--- src/hdl/u2l_pkg.sv ---
`timescale 1ns / 1ps
// u2l_pkg: types and constants of the UTF-8 to Latin-1 transcoder.
// No dependencies.
package u2l_pkg;

	localparam logic [7:0] LEAD2_LO  = 8'hC2;
	localparam logic [7:0] LEAD2_HI  = 8'hDF;
	localparam logic [7:0] LEAD3_LO  = 8'hE0;
	localparam logic [7:0] LEAD3_HI  = 8'hEF;
	localparam logic [7:0] LEAD4_LO  = 8'hF0;
	localparam logic [7:0] LEAD4_HI  = 8'hF4;
	localparam logic [7:0] SUBST     = 8'h3F;
	localparam logic [7:0] LATIN_MAX = 8'hFF;
	localparam int         MAX_RES   = 4;

	typedef struct packed {
		logic [7:0]  lead;
		logic [2:0]  exp_len;
		logic [1:0]  held_cnt;
		logic [20:0] acc;
	} u2l_state_t;

	typedef struct packed {
		logic [MAX_RES-1:0][7:0] bytes;
		logic [2:0]              cnt;
	} u2l_res_t;

endpackage

--- src/hdl/u2l_decode.sv ---
`timescale 1ns / 1ps
// u2l_decode: one-byte step of the UTF-8 decoder, combinational.
// Depends on u2l_pkg.
module u2l_decode import u2l_pkg::*; (
	input  logic            enable,
	input  logic [7:0]      in_byte,
	input  logic            last,
	input  u2l_state_t      cur,
	input  logic [1:0][7:0] held,
	output u2l_state_t      nxt,
	output logic [1:0][7:0] held_nxt,
	output u2l_res_t        res
);

	logic        open_seq;
	logic        is_cont;
	logic [2:0]  lead_len;
	logic [20:0] acc_new;
	logic [7:0]  cp_byte;
	logic        do_flush;
	logic [1:0]  fl_cnt;
	logic        tail_en;
	logic [7:0]  tail;
	logic [20:0] acc_init;

	assign open_seq = (cur.exp_len != 3'd0);
	assign is_cont  = (in_byte[7:6] == 2'b10);
	assign acc_new  = {cur.acc[14:0], in_byte[5:0]};
	assign cp_byte  = (acc_new <= {13'd0, LATIN_MAX}) ? acc_new[7:0] : SUBST;

	always_comb begin
		lead_len = 3'd1;
		acc_init = '0;
		if (in_byte >= LEAD2_LO && in_byte <= LEAD2_HI) begin
			lead_len = 3'd2;
			acc_init = {16'd0, in_byte[4:0]};
		end else if (in_byte >= LEAD3_LO && in_byte <= LEAD3_HI) begin
			lead_len = 3'd3;
			acc_init = {17'd0, in_byte[3:0]};
		end else if (in_byte >= LEAD4_LO && in_byte <= LEAD4_HI) begin
			lead_len = 3'd4;
			acc_init = {18'd0, in_byte[2:0]};
		end
	end

	always_comb begin
		nxt      = cur;
		held_nxt = held;
		do_flush = 1'b0;
		fl_cnt   = cur.held_cnt;
		tail_en  = 1'b0;
		tail     = in_byte;
		if (!enable) begin
			do_flush = open_seq;
			tail_en  = 1'b1;
			nxt      = '0;
		end else if (open_seq && is_cont) begin
			if (({1'b0, cur.held_cnt} + 3'd2) >= cur.exp_len) begin
				tail_en = 1'b1;
				tail    = cp_byte;
				nxt     = '0;
			end else begin
				held_nxt[cur.held_cnt[0]] = in_byte;
				nxt.held_cnt = cur.held_cnt + 2'd1;
				nxt.acc      = acc_new;
				if (last) begin
					do_flush = 1'b1;
					fl_cnt   = cur.held_cnt + 2'd1;
					nxt      = '0;
				end
			end
		end else begin
			do_flush = open_seq;
			nxt      = '0;
			if (lead_len == 3'd1 || last) begin
				tail_en = 1'b1;
			end else begin
				nxt.lead     = in_byte;
				nxt.exp_len  = lead_len;
				nxt.held_cnt = 2'd0;
				nxt.acc      = acc_init;
			end
		end
	end

	// raw flush first (lead, then held bytes), then the tail byte
	always_comb begin
		res = '0;
		if (do_flush) begin
			res.bytes[0] = cur.lead;
			res.cnt      = 3'd1;
			if (fl_cnt != 2'd0) begin
				res.bytes[1] = held_nxt[0];
				res.cnt      = 3'd2;
			end
			if (fl_cnt >= 2'd2) begin
				res.bytes[2] = held_nxt[1];
				res.cnt      = 3'd3;
			end
		end
		if (tail_en) begin
			res.bytes[res.cnt[1:0]] = tail;
			res.cnt = res.cnt + 3'd1;
		end
	end

endmodule

--- src/hdl/utf8_to_latin1_transcoder.sv ---
`timescale 1ns / 1ps
// utf8_to_latin1_transcoder: top level, UTF-8 byte stream to Latin-1 bytes.
// Depends on u2l_pkg and u2l_decode.
//
// Input channel (in_valid/in_ready) takes one UTF-8 byte per transaction,
// with end_of_text on the last byte. Output channel (out_valid/out_ready)
// gives zero to four Latin-1 bytes per input byte; run_last marks the last
// byte caused by one input, text_last the final byte of the text.
// cfg_wr_en/cfg_wr_data write transcode_enable (1 after reset); write it
// only while the block is idle.
// Data path: an accepted byte is held in the input register, is decoded
// into the result buffer once that buffer is free (a byte that yields no
// result only updates the decoder state), and its first result is driven
// from the result buffer register.
// Throughput: one byte per cycle while each byte yields at most one result
// and out_ready is high; a byte with several results holds the input while
// the single-entry result buffer drains one byte per cycle as out_ready allows.
// Reset clears the input register, result buffer and any open sequence.
// When out_ready is low the result buffer holds; the input register still
// accepts a byte if empty, and in_ready drops once it holds a byte with results.
module utf8_to_latin1_transcoder import u2l_pkg::*; (
	input  logic       clk,
	input  logic       arst_n,
	input  logic       in_valid,
	output logic       in_ready,
	input  logic [7:0] in_byte,
	input  logic       end_of_text,
	output logic       out_valid,
	input  logic       out_ready,
	output logic [7:0] out_byte,
	output logic       run_last,
	output logic       text_last,
	input  logic       cfg_wr_en,
	input  logic       cfg_wr_data
);

	logic            enable_q;
	logic            valid_s1;
	logic [7:0]      byte_s1;
	logic            last_s1;
	u2l_state_t      state_q;
	u2l_state_t      state_nxt;
	logic [1:0][7:0] held_q;
	logic [1:0][7:0] held_nxt;
	u2l_res_t        res;
	logic [MAX_RES-1:0][7:0] obuf_q;
	logic [2:0]      ocnt_q;
	logic [1:0]      oidx_q;
	logic            otext_q;
	logic            out_fire;
	logic            buf_free;
	logic            proc;
	logic            load;

	u2l_decode u_decode (
		.enable   (enable_q),
		.in_byte  (byte_s1),
		.last     (last_s1),
		.cur      (state_q),
		.held     (held_q),
		.nxt      (state_nxt),
		.held_nxt (held_nxt),
		.res      (res)
	);

	assign out_valid = (ocnt_q != 3'd0);
	assign out_byte  = obuf_q[oidx_q];
	assign run_last  = ({1'b0, oidx_q} == (ocnt_q - 3'd1));
	assign text_last = run_last && otext_q;
	assign out_fire  = out_valid && out_ready;
	assign buf_free  = !out_valid || (out_ready && run_last);
	assign proc      = valid_s1 && ((res.cnt == 3'd0) || buf_free);
	assign load      = proc && (res.cnt != 3'd0);
	assign in_ready  = !valid_s1 || proc;

	always_ff @(posedge clk or negedge arst_n) begin
		if (!arst_n) begin
			enable_q <= 1'b1;
		end else if (cfg_wr_en) begin
			enable_q <= cfg_wr_data;
		end
	end

	always_ff @(posedge clk or negedge arst_n) begin
		if (!arst_n) begin
			valid_s1 <= 1'b0;
		end else if (in_ready) begin
			valid_s1 <= in_valid;
		end
	end

	always_ff @(posedge clk) begin
		if (in_ready && in_valid) begin
			byte_s1 <= in_byte;
			last_s1 <= end_of_text;
		end
	end

	always_ff @(posedge clk or negedge arst_n) begin
		if (!arst_n) begin
			state_q <= '0;
		end else if (proc) begin
			state_q <= state_nxt;
		end
	end

	always_ff @(posedge clk) begin
		if (proc) begin
			held_q <= held_nxt;
		end
	end

	always_ff @(posedge clk or negedge arst_n) begin
		if (!arst_n) begin
			ocnt_q  <= 3'd0;
			oidx_q  <= 2'd0;
			otext_q <= 1'b0;
		end else if (load) begin
			ocnt_q  <= res.cnt;
			oidx_q  <= 2'd0;
			otext_q <= last_s1;
		end else if (out_fire) begin
			if (run_last) begin
				ocnt_q <= 3'd0;
				oidx_q <= 2'd0;
			end else begin
				oidx_q <= oidx_q + 2'd1;
			end
		end
	end

	always_ff @(posedge clk) begin
		if (load) begin
			obuf_q <= res.bytes;
		end
	end

endmodule

--- config.mk ---
export PLATFORM = sky130hd
export DESIGN_NAME = utf8_to_latin1_transcoder
export DESIGN_NICKNAME = d
export VERILOG_FILES = /design/src/hdl/u2l_pkg.sv /design/src/hdl/u2l_decode.sv /design/src/hdl/utf8_to_latin1_transcoder.sv
export SDC_FILE = /design/constraint.sdc
export NUM_CORES = 1
export LEC_CHECK = 0
export BUFFER_PORTS_ARGS = -buffer_cell sky130_fd_sc_hd__buf_2
export CAP_MARGIN = 20
export CORE_MARGIN = 3
export CORE_UTILIZATION = 68
export CTS_BUF_LIST = sky130_fd_sc_hd__clkbuf_8
export CTS_CLUSTER_DIAMETER = 60
export DETAILED_ROUTE_END_ITERATION = 10
export PLACE_DENSITY = 0.9
export SYNTH_ARGS = -nofsm -noshare
export SYNTH_HDL_FRONTEND = slang
export SYNTH_SLANG_ARGS = --single-unit
--- constraint.sdc ---
create_clock -name clk -period 8.8 [get_ports clk]
set_input_delay 0 -clock clk [delete_from_list [all_inputs] [get_ports clk]]
set_output_delay 0 -clock clk [all_outputs]
set_load 0.02 [all_outputs]
==> run_results.csv <==
group,metric,value,unit
outcome,outcome,"finished clean",
worst_setup_path,cp.required,8.99,ns
yosys,yosys_warnings,0,
clock_tree,clkSlewWorstSetupHoldPaths,0.10,ns
placed_design,dp.cells,496,
worst_setup_path,worstPathMaxFanout,15,
worst_setup_path,critPathArrivalTime,3.76,ns
floorplanning,core_area,6460,um2
grt,gr-total-overflow,0,
yosys,synth_cell_types,62,
yosys,ys_top_cells_by_area,"edfxtp_1 37%, dfrtp_1 19%, nand2_1 5.6%",
cells_and_area,num_antenna_cells,0,
worst_setup_path,worstSetupStartpointType,"flop",
yosys,synth.most_common_cell,"nand2_1",
cells_and_area,area_growth_syn_to_layout,11.4,%
yosys,synth_area_leader_cell,"edfxtp_1",
sta,relSlewSlack,0.330,
worst_setup_path,critPathKind,"flop to flop",
sta,finalCritPeriodShare,0.405,
routing,post-route-drc-count,0,
floorplanning,die_x,88.2,um
worst_setup_path,crit_start,"state_q[21]$_DFFE_PN0P_",
clock_tree,clk_path_buf_depth,2,
clock_tree,clock_sinks,93,
routing,drt-total-wl,10.8,mm
yosys,synthesis.nets,432,
yosys,synth_top_area_frac,0.372,
worst_setup_path,reg2reg_depth,8,
yosys,synth_commonest_cells,"69 x nand2_1, 57 x edfxtp_1, 49 x o21ai_0",
yosys,synth_seq_cells,93,
run,drv_cap,0,
routing,drt_pass1_iterations,5,
clock_tree,insertion_delay,0.37,ns
clock_tree,numCtsBuffers,9,
worst_setup_path,worstSetupEndpoint,"obuf_q[10]$_DFFE_PN_",
placed_design,routabilityCongestion,0.931,
grt,grt_pass1_wl,17.4,mm
worst_setup_path,r2r_end,"obuf_q[10]$_DFFE_PN_",
grt,grt_pass1_vias,3398,
grt,grt_use_total,0.300,
routing,wl_per_cell,20.5,um
sta,fin_skew,0.0145,ns
clock_tree,postCtsSetupRepairBufs,0,
worst_setup_path,r2r_slack,5.23,ns
min_path,hold_class,"input pin to asynchronous set/reset pin",
sta,finalSetupTns,0,ns
routing,vias_per_cell,6.63,
clock_tree,cts-root-buf,"clkbuf_8",
yosys,async_flop_share,0.387,
cells_and_area,drive_above_1_share,0.178,
cells_and_area,stdcell_count,527,
clock_tree,h-tree-depth,3,
clock_tree,post_cts.resized_instances,0,
power,total_power,1.73,mW
routing,drt_first_iter_violations,329,
worst_setup_path,rr_startpoint,"state_q[21]$_DFFE_PN0P_",
routing,dr_total_vias,3494,
grt,antenna_found_initial,0,
placed_design,io_buffers,26,
yosys,synthCells,411,
sta,fin_crit,3.57,ns
floorplanning,start_util,0.712,
sta,rsz0062_at_grt,"false",
floorplanning,die_h,88.2,um
yosys,synth-main-ff-cell,"edfxtp_1",
yosys,synth_area_per_cell,11.2,um2
sta,worstMarginPinSlew,1.00,ns
floorplanning,num_rows,29,
power,power_density,338,nW/um2
yosys,syn_area,4600,um2
power,leakage,1.94,nW
clock_tree,cts_tree,"yes",
clock_tree,cts_hold_buf,14,
sta,setup_viol,0,
power,ir_worst_vdd,0.166,mV
cells_and_area,fillCellCount,405,
floorplanning,dieArea,7790,um2
sta,slew_violations,0,
cells_and_area,final_net_count,466,
worst_setup_path,crit_path_end_kind,"flop",
yosys,synth-edff-count,57,
floorplanning,io_pins,27,
routing,drtAntennaViolNets,0,
sta,fmax,280,MHz
grt,grt_max_degree,48,
placed_design,dp_hpwl,7.11,mm
sta,hold_violations,0,
yosys,ys_seq_area_frac,0.568,
per-stage QoR:
step | util | hold WS, ns | cell area, um2 | worst slack, ns
after detailed placement | 0.735 | 0.141 | 4750 | 5.32
after global placement | 0.735 | 0.136 | 4750 | 5.34
after global routing | 0.793 | 0.325 | 5120 | 4.95
after CTS | 0.789 | 0.299 | 5100 | 5.28
final | 0.793 | 0.267 | 5120 | 5.23
after floorplan | - | -0.296 | 4600 | 5.72
power breakdown:
group / switching, mW / leakage (nW) / internal [mW] / total, mW
Clock: 0.166 / 0.104 / 0.138 / 0.304
Combinational: 0.423 / 0.805 / 0.239 / 0.662
Sequential: 0.0942 / 1.03 / 0.674 / 0.768
Total: 0.684 / 1.94 / 1.05 / 1.73
layer usage:
metal,track usage,up-vias,wire length [um]
met5,0,-,0
met4,0.132,0,382
met3,0.0363,34,752
met2,0.502,191,5450
met1,0.396,1682,4240
li1,-,1587,-
final cells by class:
class                   instances  area [um2]  share of cell area
clock buffers                   9         124              0.0242
inverters                      18        67.6              0.0132
well taps                      77        96.3              0.0188
clock inverters                 7        86.3              0.0168
multi-input cells             280        1820               0.356
repair buffers                 43         313              0.0610
flip-flops and latches         93        2610               0.510
placed cells by master (no fill, tap or decap), drive strengths merged, types with 3 or more instances in the layout:
| cell | count |
|---|---|
| xnor2 | 3 |
| and2 | 5 |
| clkbuf | 9 |
| dlygate4sd3 | 14 |
| nor2 | 31 |
| buf | 29 |
| nand3 | 4 |
| o21ai | 51 |
| or4 | 3 |
| nor3 | 9 |
| mux2i | 3 |
| o41ai | 3 |
| o22ai | 6 |
| nor4 | 6 |
| ha | 6 |
| o31ai | 4 |
| mux4 | 8 |
| inv | 21 |
| a32o | 5 |
| nand2b | 4 |
| mux2 | 11 |
| a21oi | 7 |
| dfrtp | 35 |
| nand2 | 69 |
| a21o | 5 |
| o2bb2ai | 7 |
| edfxtp | 57 |
state kept, by name, indices dropped and copies added (netlist names):
signal and cells:
byte_s1 8, enable_q 1, held_q 16, last_s1 1
obuf_q 32, ocnt_q 3, oidx_q 2, otext_q 1
state_q 28, valid_s1 1
worst min path at each step:
stage | startpoint | end | slack [ns]
after floorplan | arst_n | ocnt_q[0]$_DFFE_PN0P_ | -0.30
after global placement | arst_n | state_q[22]$_DFFE_PN0P_ | 0.14
after detailed placement | arst_n | state_q[11]$_DFFE_PN0P_ | 0.14
after CTS | arst_n | state_q[29]$_DFFE_PN0P_ | 0.30
after global routing | arst_n | state_q[5]$_DFFE_PN0P_ | 0.33
final | arst_n | state_q[22]$_DFFE_PN0P_ | 0.27
logic make-up after synthesis:
| family | share of synthesized area |
|---|---|
| AOI/OAI and AO/OA | 0.163 |
| xor gates and xnor gates | 0.00762 |
| adders and majority gates | 0.0163 |
| buffers and inverters | 0.0362 |
| DFF | 0.568 |
| muxes | 0.0726 |
| and+or+nand+nor | 0.136 |
worst max-delay path, cell delays in order, from the launching register on:
cell and delay, ns:
dfrtp_1 0.62, inv_1 0.22, ha_1 0.34, nand2b_1 0.16, a31oi_1 0.42, o311ai_0 0.28
a21oi_1 0.60, o311ai_1 0.44, o22ai_1 0.33
Power figures use the tool's default switching activity.
